==> src/dq_pkg.sv <==
// ----------------------------------------------------------------------------
// dq_pkg: shared types and constants for the double-ended queue
// Action and status codes, ring geometry and the request/response payloads.
// ----------------------------------------------------------------------------
`default_nettype none

package dq_pkg;

   // Ring geometry; the depth is a power of two so indexes wrap by truncation
   localparam int DEPTH   = 16;
   localparam int IDX_W   = $clog2(DEPTH);
   localparam int CNT_W   = 5;
   localparam int WORD_W  = 32;
   localparam int ACT_W   = 3;
   localparam int STS_W   = 2;

   // Action codes; the remaining codes behave as no operation
   localparam logic [ACT_W-1:0] ACT_PUSH_FRONT = 3'd0;
   localparam logic [ACT_W-1:0] ACT_PUSH_REAR  = 3'd1;
   localparam logic [ACT_W-1:0] ACT_POP_FRONT  = 3'd2;
   localparam logic [ACT_W-1:0] ACT_POP_REAR   = 3'd3;
   localparam logic [ACT_W-1:0] ACT_NOP        = 3'd4;

   // Status codes
   localparam logic [STS_W-1:0] STS_OK    = 2'd0;
   localparam logic [STS_W-1:0] STS_EMPTY = 2'd1;
   localparam logic [STS_W-1:0] STS_FULL  = 2'd2;

   // Word returned for front and rear while the queue is empty
   localparam logic signed [WORD_W-1:0] EMPTY_WORD = -32'sd1;

   typedef struct packed {
      logic [ACT_W-1:0]         action;
      logic signed [WORD_W-1:0] data_value;
   } req_data_type;

   typedef struct packed {
      logic [STS_W-1:0]         status;
      logic signed [WORD_W-1:0] front_value;
      logic signed [WORD_W-1:0] rear_value;
      logic                     is_empty;
      logic [CNT_W-1:0]         entry_count;
   } rsp_data_type;

endpackage

`default_nettype wire

==> src/double_ended_queue_top.sv <==
// ----------------------------------------------------------------------------
// double_ended_queue_top: bounded deque of 32-bit words in a ring memory
// A transferred request updates index, count and memory in the idle state; the read
// state then registers the front and rear words from the two memory read ports and
// sets response valid. A new request waits for idle and a free response slot.
// Reset: front index, count, state and response valid clear; the ring memory
// is not cleared, since only entries written by a push are ever returned.
// ----------------------------------------------------------------------------
`default_nettype none

module double_ended_queue_top (
   input  wire                  clock,
   input  wire                  reset,
   input  wire                  req_valid,
   output logic                 req_ready,
   input  dq_pkg::req_data_type req_data,
   output logic                 rsp_valid,
   input  wire                  rsp_ready,
   output dq_pkg::rsp_data_type rsp_data
);
   import dq_pkg::*;

   typedef enum logic [1:0] {
      IDLE_S = 2'b01,
      READ_S = 2'b10
   } state_type;

   state_type               state_ff, state_in;
   logic [IDX_W-1:0]        front_ff, front_in;
   logic [CNT_W-1:0]        count_ff, count_in;
   logic [STS_W-1:0]        status_ff, status_in;
   logic                    rsp_valid_ff, rsp_valid_in;
   logic signed [WORD_W-1:0] front_rd_ff, rear_rd_ff;
   logic signed [WORD_W-1:0] ring_mem [DEPTH];

   logic                    req_xfer;
   logic                    wr_en;
   logic [IDX_W-1:0]        wr_addr;
   logic [IDX_W-1:0]        rear_addr;
   logic                    is_full;
   logic                    is_empty;

   // Accept only in the idle state while the response slot is empty or being taken
   assign req_ready = (state_ff == IDLE_S) && (!rsp_valid_ff || rsp_ready);
   assign req_xfer  = req_valid && req_ready;
   assign is_full   = (count_ff == CNT_W'(DEPTH));
   assign is_empty  = (count_ff == '0);

   // Decode the action and compute the next index, count, status and write
   always_comb begin
      front_in  = front_ff;
      count_in  = count_ff;
      status_in = status_ff;
      wr_en     = 1'b0;
      wr_addr   = front_ff;
      if (req_xfer) begin
         status_in = STS_OK;
         unique case (req_data.action)
            ACT_PUSH_FRONT: begin
               if (is_full) begin
                  status_in = STS_FULL;
               end else begin
                  front_in = front_ff - 1'b1;
                  wr_addr  = front_ff - 1'b1;
                  wr_en    = 1'b1;
                  count_in = count_ff + 1'b1;
               end
            end
            ACT_PUSH_REAR: begin
               if (is_full) begin
                  status_in = STS_FULL;
               end else begin
                  wr_addr  = front_ff + count_ff[IDX_W-1:0];
                  wr_en    = 1'b1;
                  count_in = count_ff + 1'b1;
               end
            end
            ACT_POP_FRONT: begin
               if (is_empty) begin
                  status_in = STS_EMPTY;
               end else begin
                  front_in = front_ff + 1'b1;
                  count_in = count_ff - 1'b1;
               end
            end
            ACT_POP_REAR: begin
               if (is_empty) begin
                  status_in = STS_EMPTY;
               end else begin
                  count_in = count_ff - 1'b1;
               end
            end
            default: begin
               // no operation, including unused codes
            end
         endcase
      end
   end

   // Rear entry of the updated ring
   assign rear_addr = IDX_W'(front_ff + count_ff - 1'b1);

   // Sequence: update in the idle state, then read in the read state
   always_comb begin
      state_in     = state_ff;
      rsp_valid_in = rsp_valid_ff;
      if (rsp_valid_ff && rsp_ready) begin
         rsp_valid_in = 1'b0;
      end
      unique case (state_ff)
         IDLE_S: begin
            if (req_xfer) begin
               state_in = READ_S;
            end
         end
         READ_S: begin
            state_in     = IDLE_S;
            rsp_valid_in = 1'b1;
         end
         default: begin
            state_in = IDLE_S;
         end
      endcase
   end

   // Hold control state
   always_ff @(posedge clock) begin
      if (reset) begin
         state_ff     <= IDLE_S;
         front_ff     <= '0;
         count_ff     <= '0;
         rsp_valid_ff <= 1'b0;
      end else begin
         state_ff     <= state_in;
         front_ff     <= front_in;
         count_ff     <= count_in;
         rsp_valid_ff <= rsp_valid_in;
      end
   end

   // Hold the status of the last transfer
   always_ff @(posedge clock) begin
      status_ff <= status_in;
   end

   // Write pushed words; read front and rear in the cycle after the update
   always_ff @(posedge clock) begin
      if (wr_en) begin
         ring_mem[wr_addr] <= req_data.data_value;
      end
      if (state_ff == READ_S) begin
         front_rd_ff <= ring_mem[front_ff];
         rear_rd_ff  <= ring_mem[rear_addr];
      end
   end

   // Drive the response from the held status, count and read words
   assign rsp_valid            = rsp_valid_ff;
   assign rsp_data.status      = status_ff;
   assign rsp_data.front_value = is_empty ? EMPTY_WORD : front_rd_ff;
   assign rsp_data.rear_value  = is_empty ? EMPTY_WORD : rear_rd_ff;
   assign rsp_data.is_empty    = is_empty;
   assign rsp_data.entry_count = count_ff;

endmodule

`default_nettype wire

==> config.mk <==
export PLATFORM = sky130hd
export DESIGN_NAME = double_ended_queue_top
export DESIGN_NICKNAME = d
export VERILOG_FILES = /design/src/dq_pkg.sv /design/src/double_ended_queue_top.sv
export SDC_FILE = /design/constraint.sdc
export NUM_CORES = 1
export LEC_CHECK = 0
export CORE_UTILIZATION = 35
export DETAILED_ROUTE_END_ITERATION = 8
export DONT_BUFFER_PORTS = 1
export PLACE_DENSITY = 0.6
export SETUP_SLACK_MARGIN = 0.4
export SYNTH_ARGS = -nofsm -noshare
export SYNTH_HDL_FRONTEND = slang
export SYNTH_SLANG_ARGS = --single-unit
export TNS_END_PERCENT = 20
==> constraint.sdc <==
create_clock -name clock -period 7.1 [get_ports clock]
set_input_delay 2.13 -clock clock [delete_from_list [all_inputs] [get_ports clock]]
set_output_delay 2.13 -clock clock [all_outputs]
set_load 0.05 [all_outputs]
==> flow_metrics.env <==
export IMPL_status="finished clean"
export IMPL_hold_depth=2
export IMPL_post_cts_buffers=0
export IMPL_synth_top_area_share_pct=64.94
export IMPL_hold_path_class="flop to flop"
export IMPL_critPathSlowestCell="or4_1"
export IMPL_io_buffers=0
export IMPL_cts_sinks=590
export IMPL_peakVddDrop_mv=0.1767
export IMPL_yosysWarnings=0
export IMPL_diodes=0
export IMPL_end_kind="primary output"
export IMPL_nFillCells=6442
export IMPL_synthTopCellsByArea="edfxtp_1, mux4_2, or2_2"
export IMPL_r2r_end="ring_mem[0][31]"
export IMPL_post_synth_cell_area_avg_um2=21.75
export IMPL_synthDistinctLibCells=61
export IMPL_reg2reg_slack_ps=2590
export IMPL_fmax_ghz=0.1897
export IMPL_crit_fanout=68
export IMPL_clk_pin_slew_ps=60
export IMPL_first_global_vias=13980
export IMPL_synthFlopType="edfxtp_1"
export IMPL_synth_xor_area_share_pct=0.2949
export IMPL_whs_ps=532.9
export IMPL_die_h_um=278.3
export IMPL_reg2reg_depth=8
export IMPL_skew_ps=18.14
export IMPL_worst_pin_slew_ps=1393
export IMPL_hold_buffers=0
export IMPL_globalRouteOverflowTotal=0
export IMPL_ys_ff_latch=590
export IMPL_grt_pass1_wl_um=96770
export IMPL_layout_nets=1288
export IMPL_clk_path_buf_depth=3
export IMPL_syn_nets=1283
export IMPL_reg2reg_from="front_ff[1]"
export IMPL_hold_path_end="rsp_valid"
export IMPL_synthAdderAreaFrac_pct=0.7865
export IMPL_yosysSeqAreaShare_pct=65.84
export IMPL_cp_start_kind="flop"
export IMPL_post_route_period_util_pct=74.23
export IMPL_rsz0062_at_grt="no"
export IMPL_relSlewSlack_pct=6.624
export IMPL_area_growth_pct=11.92
export IMPL_clk_latency_ps=630
export IMPL_antenna_found_initial=0
export IMPL_path_cells="or4_1 -> nor2_4 -> buf_4 -> or2_1"
export IMPL_grt_max_degree=96
export IMPL_place_hpwl_um=35430
export IMPL_initial_core_util_pct=35.66
export IMPL_slowest_delay_ps=780
export IMPL_p_leak_nw=8.826
export IMPL_drtPass1Iterations=6
export IMPL_route_vias_total=13180
export IMPL_min_period_ps=5270
export IMPL_synth_area_um2=26730
export IMPL_fin_setup_tns_ps=0
export IMPL_cts_htree_levels=2
export IMPL_layout_commonest_cell="edfxtp_1"
export IMPL_finalWirelength_um=65440
export IMPL_path_class="flop to primary output"
export IMPL_async_flop_share_pct=0
export IMPL_ctsResizeCount=0
export IMPL_power_density_nw_per_um2=267.5
export IMPL_coreArea_um2=74950
export IMPL_synth_compound_area_share_pct=1.311
export IMPL_drc=0
export IMPL_syn_inst=1229
export IMPL_yosysTopAreaCell="edfxtp_1"
export IMPL_cts_buffers=60
export IMPL_synthSimpleGateAreaFrac_pct=3.066
export IMPL_synth_top_family_by_area="multiplexers"
export IMPL_cap_viol_max_count=0
export IMPL_clk_root_buffer_cell="clkbuf_16"
export IMPL_die_area_um2=77470
export IMPL_hold_violations=0
export IMPL_io_pins=113
export IMPL_critical_path_arrival_ps=3140
export IMPL_path_delay_family="simple AND/OR/NAND/NOR gates"
export IMPL_mostFrequentLayoutCells="edfxtp_1, mux4_2, clkbuf_16"
export IMPL_post_drt_wl_per_cell_um=29.10
export IMPL_cp_num_buf_inv=1
export IMPL_grt_use_total_pct=17.05
export IMPL_synth_edf_count=578
export IMPL_slew_viol_final=0
export IMPL_fp_dieW_um=278.3
export IMPL_rows=100
export IMPL_drt_iter0_markers=1304
export IMPL_gp_routability_congestion=0.7929
export IMPL_cts_tree="done"
export IMPL_routed_via_density=5.861
export IMPL_layout_drive_gt1_share_pct=40.94
export IMPL_ant_nets=0
export IMPL_final_setup_viol_count=0
export IMPL_critPathRequiredTime_ps=4970
export IMPL_synth_mux_area_share_pct=27.12
export IMPL_hp_start="state_ff[1]"
-- cells in the mapped netlist, drive strengths merged (5+ instances only) --
cell type and count:
buf 38, dfxtp 12, clkbuf 48, or2 65, edfxtp 578, inv 17
nor3 12, ha 12, nor2b 5, nor2 24, xnor2 7, mux4 320
a21oi 10, a31oi 6, o21ai 6
-- stage by stage --
step | util (%) | cells | area [um2] | worst slack [ps] | power (mW)
after detailed placement | 37.37 | 2141 | 28010 | 2146 | 5.025
after CTS | 39.91 | 2249 | 29910 | 1710 | 8.100
after global placement | 37.37 | 2141 | 28010 | 2164 | 5.029
after floorplan | - | 1229 | 26730 | 1031 | 4.769
after global routing | 39.91 | 2249 | 29910 | 1623 | 8.264
final | 39.91 | 2249 | 29910 | 1830 | 8.001
-- layout make-up --
class                      count  area [um2]  area share [%]
sequential                   590       17610           58.85
multi-input combinational    536        8860           29.62
clock buffer                  74        1597           5.337
tap                          969        1212           4.053
clock inverter                34       306.5           1.025
timing repair buffer          29       267.8          0.8951
inverter                      17       65.06          0.2175
-- cells by family (layout without fill, tap and decap cells) --
family,Yosys count,after routing
xor+xnor,9,9
fa+ha+maj,15,15
compound gates,48,48
buf+inv,103,154
simple gates,140,140
flops,590,590
mux,324,324
-- sequential cells by signal, indices dropped and copies added (netlist names) --
register and flops:
ring_mem 512, front_rd_ff 32, rear_rd_ff 32, count_ff 5
front_ff 4, state_ff 2, status_ff 2, rsp_valid 1
-- power by group --
part	switching, mW	internal [mW]	leakage, nW
Sequential	0.0307	3.87	5.30
Combinational	0.572	0.452	2.61
Clock	1.31	1.77	0.918
-- worst max-delay path by stage --
stage | from | endpoint | slack, ps | depth (start not counted)
2_1_floorplan | req_data[32] | ring_mem[9][0] | 1030 | 5
3_3_place_gp | req_data[33] | ring_mem[0][26] | 2160 | 6
3_5_place_dp | rsp_ready | req_ready | 2150 | 2
4_1_cts | count_ff[0] | rsp_data[47] | 1710 | 4
5_1_grt | count_ff[0] | rsp_data[47] | 1620 | 4
6_report | count_ff[0] | rsp_data[47] | 1830 | 4
-- worst reg2reg max path, delay by kind of cell, from the launching register on --
kind / cells / cell delay, ps
DFF: 1 / 900
adders and majority gates: 1 / 390
and+or+nand+nor: 2 / 1610
AOI/OAI and AO/OA: 3 / 600
buffers and inverters: 2 / 660
-- routing by layer --
| layer | vias up | share of wire [%] | global-route usage [%] |
|---|---|---|---|
| li1 | 5361 | - | - |
| met1 | 7222 | 40 | 22.12 |
| met2 | 512 | 52 | 29.21 |
| met3 | 86 | 6.9 | 3.551 |
| met4 | 0 | 2.0 | 4.222 |
| met5 | - | 0 | 0 |
(Power assumes the default switching activity.)
